**src/hw/rtl/ssp_pkg.sv**
```systemverilog
// ----------------------------------------------------------------------------
// ssp_pkg
// Shared types and constants for the servo status packet receiver.
// ----------------------------------------------------------------------------
package ssp_pkg;

	// Default window depth in bytes
	localparam int MAX_FRAME_DEF = 64;

	// Shortest frame: header, id, length, error, checksum
	localparam int MIN_FRAME = 6;

	localparam logic [15:0] TIMEOUT_RESET = 16'd20;

	localparam logic [7:0] HDR_BYTE  = 8'hFF;
	localparam logic [7:0] ID_LIMIT  = 8'hFD;
	localparam logic [7:0] ERR_LIMIT = 8'h7F;

	// Input function codes
	localparam logic [1:0] FUNC_BYTE  = 2'd0;
	localparam logic [1:0] FUNC_TICK  = 2'd1;
	localparam logic [1:0] FUNC_START = 2'd2;

	// Classified operation carried to the engine
	typedef enum logic [1:0] {
		OP_BYTE,
		OP_TICK,
		OP_START
	} op_t;

	typedef enum logic [2:0] {
		STAT_OK      = 3'd0,
		STAT_CSUM    = 3'd1,
		STAT_ID      = 3'd2,
		STAT_DEV     = 3'd3,
		STAT_TIMEOUT = 3'd4
	} status_t;

	typedef struct packed {
		op_t        op;
		logic [7:0] rx_byte;
		logic [7:0] expected_id;
	} item_t;

	typedef struct packed {
		logic [7:0] param_byte;
		logic [5:0] param_index;
		status_t    frame_status;
		logic [7:0] device_id;
		logic [7:0] device_error;
		logic       last;
	} result_t;

endpackage

```
**src/hw/rtl/ssp_front.sv**
```systemverilog
// ----------------------------------------------------------------------------
// ssp_front
// Accepts input transactions, classifies the function code and holds the
// items in a two-entry queue for the engine. Unused function codes are dropped.
// ----------------------------------------------------------------------------
module ssp_front (
	input  logic           clk,
	input  logic           arst_n,
	input  logic           push,
	output logic           full,
	input  logic [1:0]     func,
	input  logic [7:0]     rx_byte,
	input  logic [7:0]     expected_id,
	output logic           item_valid,
	output ssp_pkg::item_t item,
	input  logic           item_pop
);
	import ssp_pkg::*;

	item_t      entry_q [2];
	logic       wr_ptr_q;
	logic       rd_ptr_q;
	logic [1:0] count_q;
	logic       known;
	logic       enq;
	logic       deq;
	op_t        op;

	// Classify the function code
	always_comb begin
		known = 1'b1;
		op    = OP_BYTE;
		case (func)
			FUNC_BYTE:  op = OP_BYTE;
			FUNC_TICK:  op = OP_TICK;
			FUNC_START: op = OP_START;
			default:    known = 1'b0;
		endcase
	end

	assign full       = (count_q == 2'd2);
	assign enq        = push && !full && known;
	assign item_valid = (count_q != 2'd0);
	assign deq        = item_pop && item_valid;
	assign item       = entry_q[rd_ptr_q];

	// Store classified items
	always_ff @(posedge clk) begin
		if (enq) begin
			entry_q[wr_ptr_q] <= '{op: op, rx_byte: rx_byte, expected_id: expected_id};
		end
	end

	// Advance queue pointers
	always_ff @(posedge clk or negedge arst_n) begin
		if (!arst_n) begin
			wr_ptr_q <= 1'b0;
			rd_ptr_q <= 1'b0;
			count_q  <= 2'd0;
		end else begin
			if (enq) begin
				wr_ptr_q <= !wr_ptr_q;
			end
			if (deq) begin
				rd_ptr_q <= !rd_ptr_q;
			end
			case ({enq, deq})
				2'b10:   count_q <= count_q + 2'd1;
				2'b01:   count_q <= count_q - 2'd1;
				default: count_q <= count_q;
			endcase
		end
	end

endmodule

```
**src/hw/rtl/ssp_resq.sv**
```systemverilog
// ----------------------------------------------------------------------------
// ssp_resq
// Two-entry result queue between the engine and the result port.
// ----------------------------------------------------------------------------
module ssp_resq (
	input  logic             clk,
	input  logic             arst_n,
	input  logic             res_push,
	input  ssp_pkg::result_t res_in,
	output logic             res_full,
	output logic             empty,
	input  logic             pop,
	output ssp_pkg::result_t res_out
);
	import ssp_pkg::*;

	result_t    entry_q [2];
	logic       wr_ptr_q;
	logic       rd_ptr_q;
	logic [1:0] count_q;
	logic       enq;
	logic       deq;

	assign res_full = (count_q == 2'd2);
	assign empty    = (count_q == 2'd0);
	assign enq      = res_push && !res_full;
	assign deq      = pop && !empty;
	assign res_out  = entry_q[rd_ptr_q];

	// Store results
	always_ff @(posedge clk) begin
		if (enq) begin
			entry_q[wr_ptr_q] <= res_in;
		end
	end

	// Advance queue pointers
	always_ff @(posedge clk or negedge arst_n) begin
		if (!arst_n) begin
			wr_ptr_q <= 1'b0;
			rd_ptr_q <= 1'b0;
			count_q  <= 2'd0;
		end else begin
			if (enq) begin
				wr_ptr_q <= !wr_ptr_q;
			end
			if (deq) begin
				rd_ptr_q <= !rd_ptr_q;
			end
			case ({enq, deq})
				2'b10:   count_q <= count_q + 2'd1;
				2'b01:   count_q <= count_q - 2'd1;
				default: count_q <= count_q;
			endcase
		end
	end

endmodule

```
**src/hw/rtl/ssp_engine.sv**
```systemverilog
// ----------------------------------------------------------------------------
// ssp_engine
// Receive window and frame engine: appends bytes to a circular window, hunts
// for the header, validates it, checks the checksum, times out on ticks and emits results.
// ----------------------------------------------------------------------------
module ssp_engine #(
	parameter int MAX_FRAME = ssp_pkg::MAX_FRAME_DEF
) (
	input  logic             clk,
	input  logic             arst_n,
	input  logic [15:0]      timeout_q,
	input  logic             item_valid,
	input  ssp_pkg::item_t   item,
	output logic             item_pop,
	input  logic             res_full,
	output logic             res_push,
	output ssp_pkg::result_t res_in
);
	import ssp_pkg::*;

	localparam int AW    = $clog2(MAX_FRAME);
	localparam int FW    = $clog2(MAX_FRAME + 1);
	localparam int DEPTH = 1 << AW;
	localparam logic [FW-1:0] MAX_F  = FW'(MAX_FRAME);
	localparam logic [FW-1:0] MIN_F  = FW'(MIN_FRAME);
	localparam logic [8:0]    LEN_HI = 9'(MAX_FRAME - 4);

	typedef enum logic [3:0] {
		ST_IDLE,
		ST_SCAN,
		ST_SRCH,
		ST_HREQ,
		ST_HDR,
		ST_SREQ,
		ST_SUM,
		ST_STAT,
		ST_PRD,
		ST_PWR
	} state_t;

	logic [7:0]    mem [DEPTH];
	logic [7:0]    rdata_q;
	state_t        state_q;
	logic [AW-1:0] head_q;
	logic [FW-1:0] fill_q;
	logic [FW-1:0] need_q;
	logic [FW-1:0] cnt_q;
	logic [7:0]    awaited_q;
	logic [15:0]   tick_q;
	logic          active_q;
	logic [7:0]    prev_q;
	logic [7:0]    id_q;
	logic [7:0]    len_q;
	logic [7:0]    err_q;
	logic [7:0]    sum_q;
	logic [7:0]    par_q;
	status_t       st_q;

	logic [FW-1:0] pos;
	logic [FW-1:0] rd_off;
	logic [AW-1:0] rd_addr;
	logic [AW-1:0] wr_addr;
	logic          wr_en;
	logic [15:0]   tick_inc;
	logic [8:0]    poff;
	logic [8:0]    len4;
	logic [FW-1:0] need_new;
	logic          hdr_bad;
	logic [7:0]    npar;
	logic          par_last;
	logic          pair_hit;

	assign pos      = cnt_q - FW'(1);
	assign tick_inc = (tick_q != 16'hFFFF) ? tick_q + 16'd1 : tick_q;
	assign poff     = {1'b0, par_q} + 9'd5;
	assign len4     = {1'b0, len_q} + 9'd4;
	assign need_new = len4[FW-1:0];
	assign hdr_bad  = (id_q > ID_LIMIT) || (rdata_q > ERR_LIMIT) || (len_q < 8'd2)
		|| ({1'b0, len_q} > LEN_HI);
	assign npar     = len_q - 8'd2;
	assign par_last = (par_q == npar - 8'd1);
	assign pair_hit = (pos != '0) && (prev_q == HDR_BYTE) && (rdata_q == HDR_BYTE);

	assign item_pop = (state_q == ST_IDLE) && item_valid;
	assign wr_en    = item_pop && (item.op == OP_BYTE) && active_q && (fill_q < MAX_F);
	assign wr_addr  = head_q + fill_q[AW-1:0];

	// Select the window offset to read
	always_comb begin
		case (state_q)
			ST_SCAN:        rd_off = '0;
			ST_HREQ,
			ST_SREQ:        rd_off = FW'(2);
			ST_PRD,
			ST_PWR:         rd_off = poff[FW-1:0];
			default:        rd_off = cnt_q;
		endcase
	end

	assign rd_addr = head_q + rd_off[AW-1:0];

	// Window memory: one write and one registered read per cycle
	always_ff @(posedge clk) begin
		if (wr_en) begin
			mem[wr_addr] <= item.rx_byte;
		end
		rdata_q <= mem[rd_addr];
	end

	// Build the result transaction
	assign res_push = !res_full && ((state_q == ST_STAT) || (state_q == ST_PWR));

	always_comb begin
		res_in.param_byte   = (state_q == ST_PWR) ? rdata_q : 8'd0;
		res_in.param_index  = (state_q == ST_PWR) ? par_q[5:0] : 6'd0;
		res_in.frame_status = st_q;
		res_in.device_id    = id_q;
		res_in.device_error = err_q;
		res_in.last         = (state_q == ST_PWR) ? par_last : 1'b1;
	end

	// Frame engine sequencer
	always_ff @(posedge clk or negedge arst_n) begin
		if (!arst_n) begin
			state_q   <= ST_IDLE;
			head_q    <= '0;
			fill_q    <= '0;
			need_q    <= MIN_F;
			cnt_q     <= '0;
			awaited_q <= 8'd0;
			tick_q    <= 16'd0;
			active_q  <= 1'b0;
			prev_q    <= 8'd0;
			id_q      <= 8'd0;
			len_q     <= 8'd0;
			err_q     <= 8'd0;
			sum_q     <= 8'd0;
			par_q     <= 8'd0;
			st_q      <= STAT_OK;
		end else begin
			case (state_q)
				ST_IDLE: begin
					if (item_valid) begin
						case (item.op)
							OP_START: begin
								awaited_q <= item.expected_id;
								fill_q    <= '0;
								need_q    <= MIN_F;
								tick_q    <= 16'd0;
								active_q  <= 1'b1;
							end
							OP_TICK: begin
								if (active_q) begin
									tick_q <= tick_inc;
									if (tick_inc > timeout_q) begin
										active_q <= 1'b0;
										st_q     <= STAT_TIMEOUT;
										id_q     <= 8'd0;
										err_q    <= 8'd0;
										state_q  <= ST_STAT;
									end
								end
							end
							OP_BYTE: begin
								if (active_q) begin
									if (fill_q < MAX_F) begin
										fill_q <= fill_q + FW'(1);
									end
									state_q <= ST_SCAN;
								end
							end
							default: ;
						endcase
					end
				end
				// Start a header hunt if enough bytes are held
				ST_SCAN: begin
					if ((fill_q < need_q) || (fill_q < FW'(2))) begin
						state_q <= ST_IDLE;
					end else begin
						cnt_q   <= FW'(1);
						state_q <= ST_SRCH;
					end
				end
				// Walk the window one byte a cycle looking for the header pair
				ST_SRCH: begin
					prev_q <= rdata_q;
					cnt_q  <= cnt_q + FW'(1);
					if (pair_hit) begin
						if (pos == FW'(1)) begin
							state_q <= (fill_q < MIN_F) ? ST_IDLE : ST_HREQ;
						end else begin
							head_q  <= head_q + AW'(pos - FW'(1));
							fill_q  <= fill_q - (pos - FW'(1));
							state_q <= ST_SCAN;
						end
					end else if (pos == fill_q - FW'(1)) begin
						// No header: keep only the newest byte
						head_q  <= head_q + AW'(pos);
						fill_q  <= fill_q - pos;
						state_q <= ST_SCAN;
					end
				end
				ST_HREQ: begin
					cnt_q   <= FW'(3);
					state_q <= ST_HDR;
				end
				// Capture id, length and error, then validate the header
				ST_HDR: begin
					cnt_q <= cnt_q + FW'(1);
					if (pos == FW'(2)) begin
						id_q <= rdata_q;
					end else if (pos == FW'(3)) begin
						len_q <= rdata_q;
					end else begin
						err_q <= rdata_q;
						if (hdr_bad) begin
							head_q  <= head_q + AW'(1);
							fill_q  <= fill_q - FW'(1);
							state_q <= ST_SCAN;
						end else begin
							need_q  <= need_new;
							state_q <= (fill_q < need_new) ? ST_IDLE : ST_SREQ;
						end
					end
				end
				ST_SREQ: begin
					cnt_q   <= FW'(3);
					sum_q   <= 8'd0;
					state_q <= ST_SUM;
				end
				// Accumulate the checksum, then classify the frame
				ST_SUM: begin
					cnt_q <= cnt_q + FW'(1);
					if (pos == need_q - FW'(1)) begin
						active_q <= 1'b0;
						par_q    <= 8'd0;
						state_q  <= ST_STAT;
						if (rdata_q != ~sum_q) begin
							st_q <= STAT_CSUM;
						end else if (id_q != awaited_q) begin
							st_q <= STAT_ID;
						end else if (err_q != 8'd0) begin
							st_q <= STAT_DEV;
						end else begin
							st_q <= STAT_OK;
							if (len_q > 8'd2) begin
								state_q <= ST_PRD;
							end
						end
					end else begin
						sum_q <= sum_q + rdata_q;
					end
				end
				// Hold a status-only result until the queue takes it
				ST_STAT: begin
					if (!res_full) begin
						state_q <= ST_IDLE;
					end
				end
				ST_PRD: begin
					state_q <= ST_PWR;
				end
				// Emit one parameter byte
				ST_PWR: begin
					if (!res_full) begin
						if (par_last) begin
							state_q <= ST_IDLE;
						end else begin
							par_q   <= par_q + 8'd1;
							state_q <= ST_PRD;
						end
					end
				end
				default: state_q <= ST_IDLE;
			endcase
		end
	end

	// Window fill never exceeds its depth
	a_fill_max: assert property (@(posedge clk) disable iff (!arst_n)
		fill_q <= MAX_F)
		else $error("window fill beyond depth");

	// Needed frame length stays within the legal frame sizes
	a_need_range: assert property (@(posedge clk) disable iff (!arst_n)
		(need_q >= MIN_F) && (need_q <= MAX_F))
		else $error("needed frame length out of range");

	// Results only come out once the read has ended
	a_res_after_end: assert property (@(posedge clk) disable iff (!arst_n)
		res_push |-> !active_q)
		else $error("result emitted during an active read");

	// A start item clears the window and arms the read
	a_start_clears: assert property (@(posedge clk) disable iff (!arst_n)
		(item_pop && (item.op == OP_START)) |=>
		((fill_q == '0) && active_q && (need_q == MIN_F) && (tick_q == 16'd0)))
		else $error("start did not reset the read");

endmodule

```
**src/hw/rtl/servo_status_packet_receiver.sv**
```systemverilog
// ----------------------------------------------------------------------------
// servo_status_packet_receiver
// Status frame receiver for a serial servo bus, with timeout register.
// ----------------------------------------------------------------------------
// Items enter through a two-entry queue and are worked on one at a time by the
// frame engine. A received byte goes back to idle after the scan state when
// the window is too short to scan; otherwise the header hunt walks the window
// through the single read port of the window memory at one byte a cycle, and
// each dropped byte or rejected header starts a new walk from the front of the
// window. A complete frame then passes through the header check and the
// checksum pass and emits its parameter bytes one at a time, stretched by any
// back-pressure on the result side. Results leave through a two-entry queue,
// so the engine can go on while the consumer holds off until that queue fills.
// The timeout register is written through timeout_we and timeout_ticks; the
// user must write it only while the block is idle, which the block itself
// does not enforce. It resets to 20 ticks.
module servo_status_packet_receiver #(
	parameter int MAX_FRAME = ssp_pkg::MAX_FRAME_DEF
) (
	input  logic        clk,
	input  logic        arst_n,
	input  logic        push,
	output logic        full,
	input  logic [1:0]  func,
	input  logic [7:0]  rx_byte,
	input  logic [7:0]  expected_id,
	output logic        empty,
	input  logic        pop,
	output logic [7:0]  param_byte,
	output logic [5:0]  param_index,
	output logic [2:0]  frame_status,
	output logic [7:0]  device_id,
	output logic [7:0]  device_error,
	output logic        last,
	input  logic        timeout_we,
	input  logic [15:0] timeout_ticks
);
	import ssp_pkg::*;

	logic [15:0] timeout_q;
	logic        item_valid;
	item_t       item;
	logic        item_pop;
	logic        res_full;
	logic        res_push;
	result_t     res_in;
	result_t     res_out;

	// Hold the timeout register
	always_ff @(posedge clk or negedge arst_n) begin
		if (!arst_n) begin
			timeout_q <= TIMEOUT_RESET;
		end else if (timeout_we) begin
			timeout_q <= timeout_ticks;
		end
	end

	ssp_front u_front (
		.clk         (clk),
		.arst_n      (arst_n),
		.push        (push),
		.full        (full),
		.func        (func),
		.rx_byte     (rx_byte),
		.expected_id (expected_id),
		.item_valid  (item_valid),
		.item        (item),
		.item_pop    (item_pop)
	);

	ssp_engine #(
		.MAX_FRAME (MAX_FRAME)
	) u_engine (
		.clk        (clk),
		.arst_n     (arst_n),
		.timeout_q  (timeout_q),
		.item_valid (item_valid),
		.item       (item),
		.item_pop   (item_pop),
		.res_full   (res_full),
		.res_push   (res_push),
		.res_in     (res_in)
	);

	ssp_resq u_resq (
		.clk      (clk),
		.arst_n   (arst_n),
		.res_push (res_push),
		.res_in   (res_in),
		.res_full (res_full),
		.empty    (empty),
		.pop      (pop),
		.res_out  (res_out)
	);

	// Unpack the result transaction onto its ports
	assign param_byte   = res_out.param_byte;
	assign param_index  = res_out.param_index;
	assign frame_status = res_out.frame_status;
	assign device_id    = res_out.device_id;
	assign device_error = res_out.device_error;
	assign last         = res_out.last;

endmodule
```
**config.mk**
```make
export PLATFORM = sky130hd
export DESIGN_NAME = servo_status_packet_receiver
export DESIGN_NICKNAME = d
export VERILOG_FILES = /design/src/hw/rtl/ssp_pkg.sv /design/src/hw/rtl/ssp_front.sv /design/src/hw/rtl/ssp_resq.sv /design/src/hw/rtl/ssp_engine.sv /design/src/hw/rtl/servo_status_packet_receiver.sv
export SDC_FILE = /design/constraint.sdc
export NUM_CORES = 1
export LEC_CHECK = 0
export BUFFER_PORTS_ARGS = -buffer_cell sky130_fd_sc_hd__buf_2
export CAP_MARGIN = 20
export CORE_UTILIZATION = 59
export DETAILED_ROUTE_END_ITERATION = 10
export GPL_TIMING_DRIVEN = 0
export HOLD_SLACK_MARGIN = 0.1
export PLACE_DENSITY = 0.82
export SYNTH_ARGS = -nofsm -noshare
export SYNTH_HDL_FRONTEND = slang
export SYNTH_SLANG_ARGS = --single-unit
```
**constraint.sdc**
```tcl
create_clock -name clk -period 4.8 [get_ports clk]
set_clock_uncertainty 0.05 [all_clocks]
set_input_delay 0.96 -clock clk [delete_from_list [all_inputs] [get_ports clk]]
set_output_delay 0.96 -clock clk [all_outputs]
set_load 0.01 [all_outputs]
```
# --- Word-level counts from Yosys, hierarchy flattened ---
# Memory sizes are Yosys's and may differ from the RTL's. A register that Yosys moved wholly into a read port is not among the register bits.
# Index checks and enable logic that the tools add are counted.
op_classes:
  addsub: 24
  order_cmp: 11
  eq_ne: 56
  n_mux: 96
  bitwise: 2
  reduce_logical: 59
ops:
  columns: ["operator", "count"]
  rows:
  - ["7-bit two-way mux", 15]
  - ["8-bit two-way mux", 12]
  - ["4-bit two-way mux", 18]
  - ["8-bit one-hot mux with 2 select lines", 4]
  - ["6-bit two-way mux", 7]
  - ["7-bit one-hot mux with 3 select lines", 2]
  - ["4-bit one-hot mux with 10 select lines", 1]
  - ["16-bit two-way mux", 2]
  - ["16-bit one-hot mux with 2 select lines", 1]
  - ["7-bit one-hot mux with 2 select lines", 2]
  - ["7-bit by 1-bit subtractor with 7-bit output (second input constant)", 4]
  - ["6-bit adder", 4]
  - ["3-bit two-way mux", 8]
  - ["6-bit AND reduction", 4]
  - ["2-bit != test (second input constant)", 11]
  - ["3-bit != test (second input constant)", 6]
  - ["6-bit one-hot mux with 3 select lines", 1]
  - ["2-bit nonzero test", 9]
  - ["16-bit by 1-bit adder with 16-bit output (second input constant)", 1]
  - ["4-bit by 3-bit equality test with 1-bit output (second input constant)", 4]
  - ["8-bit equality test (second input constant)", 2]
  - ["16-bit greater-than comparator", 1]
  - ["16-bit != test (second input constant)", 1]
  - ["8-bit != test", 2]
  - ["57 further kinds", 126]
totals:
  register_bits: 131
  ram_bits: 616
  inputBits: 39
  out_inout_bits: 36
  n_memories: 3
mem_list:
  columns: ["name", "depth", "word_bits", "read_ports", "rd_clocked_by_memory_dff", "wr", "line_no", "rtl"]
  rows:
  - ["u_engine.mem", 64, 8, 1, 1, 1, "ssp_engine.sv:41", "logic [7:0] mem [DEPTH];"]
  - ["u_resq.entry_q", 2, 34, 1, 0, 1, "ssp_resq.sv:17", "result_t entry_q [2];"]
  - ["u_front.entry_q", 2, 18, 1, 0, 1, "ssp_front.sv:20", "item_t entry_q [2];"]

# --- Logic depth before layout (Yosys ltp) ---
depth:
  depth_word: 8
  depth_mapped: 20
  depth_no_buf: 18

# --- Modules after synthesis ---
# Synthesis repeated with hierarchy kept, for this count alone.
hier_totals:
  hier_cells: 2064
  area_unflattened_um2: 33543.4
modules_own_cells:
  columns: ["mod", "instances", "cells_per_inst", "area_each_um2", "seq_area_each_um2"]
  rows:
  - ["ssp_engine", 1, 1829, 28549.9, 18215.0]
  - ["ssp_resq", 1, 124, 2801.4, 2142.1]
  - ["ssp_front", 1, 77, 1540.2, 1181.1]
  - ["servo_status_packet_receiver", 1, 34, 651.9, 402.9]

# --- Worst setup path after synthesis ---
# Ideal clock, no wire load.
synth_path:
  path_type: "register to register"
  start: "reg u_engine.state_q[2]"
  end: "reg u_engine.rdata_q[0], read port of u_engine.mem"
  setup_ns: 0.133
  t_arrival_ns: 3.745
  t_required_ns: 4.617
  setup_slack_ns: 0.873
  path_stages_with_launch: 15
  n_path_buf: 4
  path_cell_list: "dfrtp_1 > clkbuf_1 > nor2_1 > nand2_1 > o21ai_0 > ha_1 > inv_1 > fa_1 > clkbuf_1 > clkbuf_1 > clkbuf_1 > mux4_2 > mux4_2 > mux2i_1 > a21oi_1"
synth_via:
  elab_chain_len: 4
synth_lines:
  columns: ["item", "line_no", "rtl"]
  rows:
  - ["from (decl)", "ssp_engine.sv:43", "state_t state_q;"]
  - ["from (signal assigned)", "ssp_engine.sv:191", "state_q <= (fill_q < MIN_F) ? ST_IDLE : ST_HREQ;"]
  - ["from (signal assigned)", "ssp_engine.sv:223", "state_q <= (fill_q < need_new) ? ST_IDLE : ST_SREQ;"]
  - ["4-bit equality test (tied with other cells)", "ssp_engine.sv:90", "case (state_q)"]
  - ["2-bit OR reduction (on tied branches)", null, null]
  - ["6-bit one-hot mux with 3 select lines *", "ssp_engine.sv:90", null]
  - ["6-bit adder *", "ssp_engine.sv:100", "assign rd_addr = head_q + rd_off[AW-1:0];"]
  - ["to (decl)", "ssp_engine.sv:42", "logic [7:0] rdata_q;"]
# Every way passes the cells marked *; elsewhere a longest branch is shown, timed or not.
# A chain may end at the register's enable or synchronous reset.

# --- Final worst setup path ---
layout_path:
  start: "reg u_engine.state_q[2]"
  end: "reg u_engine.rdata_q[3], read port of u_engine.mem"
# The elaborated chain is that of the path after synthesis.

==> results.md <==
* Run status: finished clean
* Crit-path slowest cell: mux4_2
* CTS clk-pin slew, worst paths at 0.06 ns
* Global Route met1 Usage at 0.371
* # placed instances at 2918
* VDD IR max at 0.568 mV
* Max Cap Viol at 0
* Final setup fails at 0
* Die Y at 239 um
* Post-Syn Nets at 2206
* HPWL Detailed at 51700 um
* Hold Path Class: in -> async
* Clk_lat worst skew at 0.63 ns
* CTS buffer count at 77
* Initial antenna violation count at 1
* Worst Setup Start Kind: flip-flop
* Synth Flop Type: edfxtp_1
* Gpl congestion at 0.930
* Remaining Overflow, GRT at 0
* M2 GR Usage at 0.493
* Vias at 19800
* CP Max Fanout at 10
* Relative slew slack at 0.311
* PD cells at 791 nW/um^2
* Vias in the first global route at 19900
* Syn Inst Count at 2086
* CTS sink cnt at 755
* Final slew viol count at 0
* Post-synthesis cell area at 33200 um^2
* Die Area at 57200 um^2
* Critical Path Max Stage Delay at 0.54 ns
* CTS tree: yes
* Number of synthesized flops with an enable pin at 616
* RSZ-0062 raised after global routing: true
* Worst Setup End Kind: flip-flop
* FF-to-FF path depth at 14
* Placed instance area at 34700 um^2
* H-tree depth at 3
* R2R setup slack at 0.06 ns
* Final period utilization at 0.988
* Core footprint at 55300 um^2
* Top cells by count, synth: edfxtp_1, mux4_2, nor2_1
* Io pins at 75
* Post-synthesis sequential area ratio at 0.661
* Final antenna-violating net count at 0
* CP Data Arrival Time at 5.16 ns
* Row Count at 86
* Wirelength, routed at 81500 um
* Fraction of layout cells with a size suffix above 1 at 0.229
* Asr flop ratio synth at 0.174
* FF+latch count, synth at 755
* Top cell by count, worst path: mux4_2
* Synth area leaders: edfxtp_1, mux4_2, dfrtp_1
* Critical path capture point: u_engine.rdata_q[3]$_DFF_P_
* CP required at 5.21 ns
* Final Critical Period at 4.74 ns
* Avg Cell Area, Syn at 15.9 um^2
* Cell variety after synth at 87
* Area of the multi-input gates at 10800 um^2
* Die Wd at 239 um
* Pre-Repair DR Iteration Count at 6
* Setup CP Type: reg -> reg
* Initial core utilization at 0.600
* Final #Nets at 2372
* Reg-to-Reg End: u_engine.rdata_q[3]$_DFF_P_
* Total Neg Setup Slack at 0 ns
* Leakage at 13.5 nW
* Number of port buffers at 74
* DRT iter0 DRCs at 2250
* Register area at 21900 um^2
* Vias/cell at 6.47
* Final instance area at 37400 um^2
* GR Util met3 at 0.0527
* Most Crowded Layer GR: met2
* Ys Warns at 0
* Fin cells at 3064
* Origin of the critical flop-to-flop path: u_engine.state_q[2]$_DFFE_PN0P_
* Wire length of the first global-routing pass at 122000 um
* Worst Setup SP: u_engine.state_q[2]$_DFFE_PN0P_
* Layout Area Growth over Synthesis at 12.8%
* CTS Root Cell: clkbuf_16
* Fmax at 211 MHz
* Final routed DRC violation total at 0
* CP cell instances: clkbuf_1 > nor2_1 > nand2_1 > o21ai_1 > ha_1 > inv_1 > fa_1 > clkbuf_2 > clkbuf_4 > buf_2 > mux4_2 > mux4_2 > mux2i_1 > a21oi_1
* Most common cell in the netlist: edfxtp_1
* WL per Instance at 26.6 um
* Worst slew pin tran at 1.03 ns
* Pwr Total at 29.6 mW
* Hold Fails Final Rpt at 0
* GRT Overall Usage at 0.292
* Maximum number of pins on one net before global-route repair at 97
* Post-synth top area share at 0.557
* Clk buf depth at 3
* ANT cells at 0
* Yosys top cell by area: edfxtp_1
* Fill count at 3511
* Hold_buf cts at 0
==> metrics by stage <==
stage	utilization	hold slack [ns]	worst slack (ns)
6_report	0.677	0.188	0.0556
5_1_grt	0.677	0.194	-0.0111
4_1_cts	0.675	0.184	0.0107
3_5_place_dp	0.628	0.420	-0.668
3_3_place_gp	0.624	0.409	-0.588
2_1_floorplan	-	0.388	0.873
==> worst min path at each step <==
stage | to | slack (ns) | cells after the start
detailed placement | u_engine.prev_q[2]$_DFFE_PN0P_ | 0.42 | 2
finish | timeout_q[6]$_DFFE_PN0P_ | 0.19 | 1
floorplan | u_resq.entry_q[0][17]$_DFFE_PP_ | 0.39 | 0
global placement | u_engine.prev_q[1]$_DFFE_PN0P_ | 0.41 | 2
global route | timeout_q[10]$_DFFE_PN0P_ | 0.19 | 1
CTS | u_engine.tick_q[13]$_DFFE_PN0P_ | 0.18 | 1
==> per-layer routing <==
layer | up-vias | part of all wire
met3 | 237 | 0.082
met5 | - | 0.00013
li1 | 8404 | -
met1 | 10000 | 0.37
met4 | 2 | 0.045
met2 | 1149 | 0.51
==> kinds of logic (layout without fill, tap and decap cells) <==
logic type | Yosys count | after routing | share of synthesized area
muxes | 252 | 252 | 0.139
adders and majority gates | 81 | 81 | 0.0316
xor gates and xnor gates | 108 | 108 | 0.0290
DFF | 755 | 755 | 0.661
AOI/OAI and AO/OA | 270 | 270 | 0.0521
and+or+nand+nor | 478 | 478 | 0.0700
buffers and inverters | 142 | 372 | 0.0173
==> what timing repair did <==
item                                    4_1_cts  5_1_grt
gates resized for setup                      28       27
endpoints found under the setup margin       25      367
setup buffers                                 0        2
pin swaps                                     0        1
hold endpoints to repair                      0        0
==> power by group <==
group | internal [mW] | total, mW | switching, mW | leakage [nW]
Sequential | 8.09 | 8.54 | 0.452 | 7.34
Combinational | 6.35 | 14.9 | 8.60 | 4.88
Clock | 3.54 | 6.12 | 2.58 | 1.27
==> cell type report <==
class,instances,area share
sequential,755,0.586
multi-input combinational,1189,0.288
clock buffer,97,0.0568
tap,748,0.0250
timing repair buffer,88,0.0163
clock inverter,46,0.0119
buffer,86,0.0112
inverter,55,0.00551
==> cells in the final DEF, fill, tap and decap left out, types with 7 or more instances in the layout <==
cell type / count
nor2b_1: 21
or3_1: 10
and3_1: 21
dfrtp_1: 127
nor4_1: 11
o31ai_1: 9
and2_1: 19
xnor2_1: 56
a22o_1: 9
ha_1: 76
o211ai_1: 7
a211oi_1: 8
o21ai_0: 90
mux2_2: 69
nand4_1: 11
edfxtp_1: 616
nand2_1: 128
clkinv_1: 10
nand3_1: 40
nand2b_1: 10
mux2i_1: 20
a21oi_1: 60
clkbuf_16: 80
dfxtp_1: 8
xor2_1: 50
clkbuf_2: 13
buf_4: 7
mux4_2: 160
buf_12: 7
clkinv_2: 20
buf_2: 95
nor2_1: 145
inv_1: 55
bufinv_16: 7
a21o_1: 18
clkbuf_1: 50
nor3_1: 20
==> worst max-delay path, delay by kind of cell (launching register included) <==
family          cells  cell delay [ns]
compound gates      2             0.44
simple gates        2             0.44
fa+ha+maj           2             0.75
flops               1             0.42
buf+inv             5             1.31
mux                 3             1.18
==> state kept, by name, summed over array words and instances, names as in the netlist, 2 cells and up <==
register / count
u_engine.fill_q: 7
u_engine.tick_q: 16
u_engine.err_q: 8
u_resq.entry_q: 68
u_engine.st_q: 3
timeout_q: 16
u_engine.mem: 512
u_engine.cnt_q: 7
u_resq.count_q: 2
u_engine.id_q: 8
u_front.entry_q: 36
u_engine.par_q: 8
u_engine.awaited_q: 8
u_front.count_q: 2
u_engine.sum_q: 8
u_engine.state_q: 4
u_engine.prev_q: 8
u_engine.rdata_q: 8
u_engine.need_q: 7
u_engine.head_q: 6
u_engine.len_q: 8
Power figures use the tool's default switching activity.
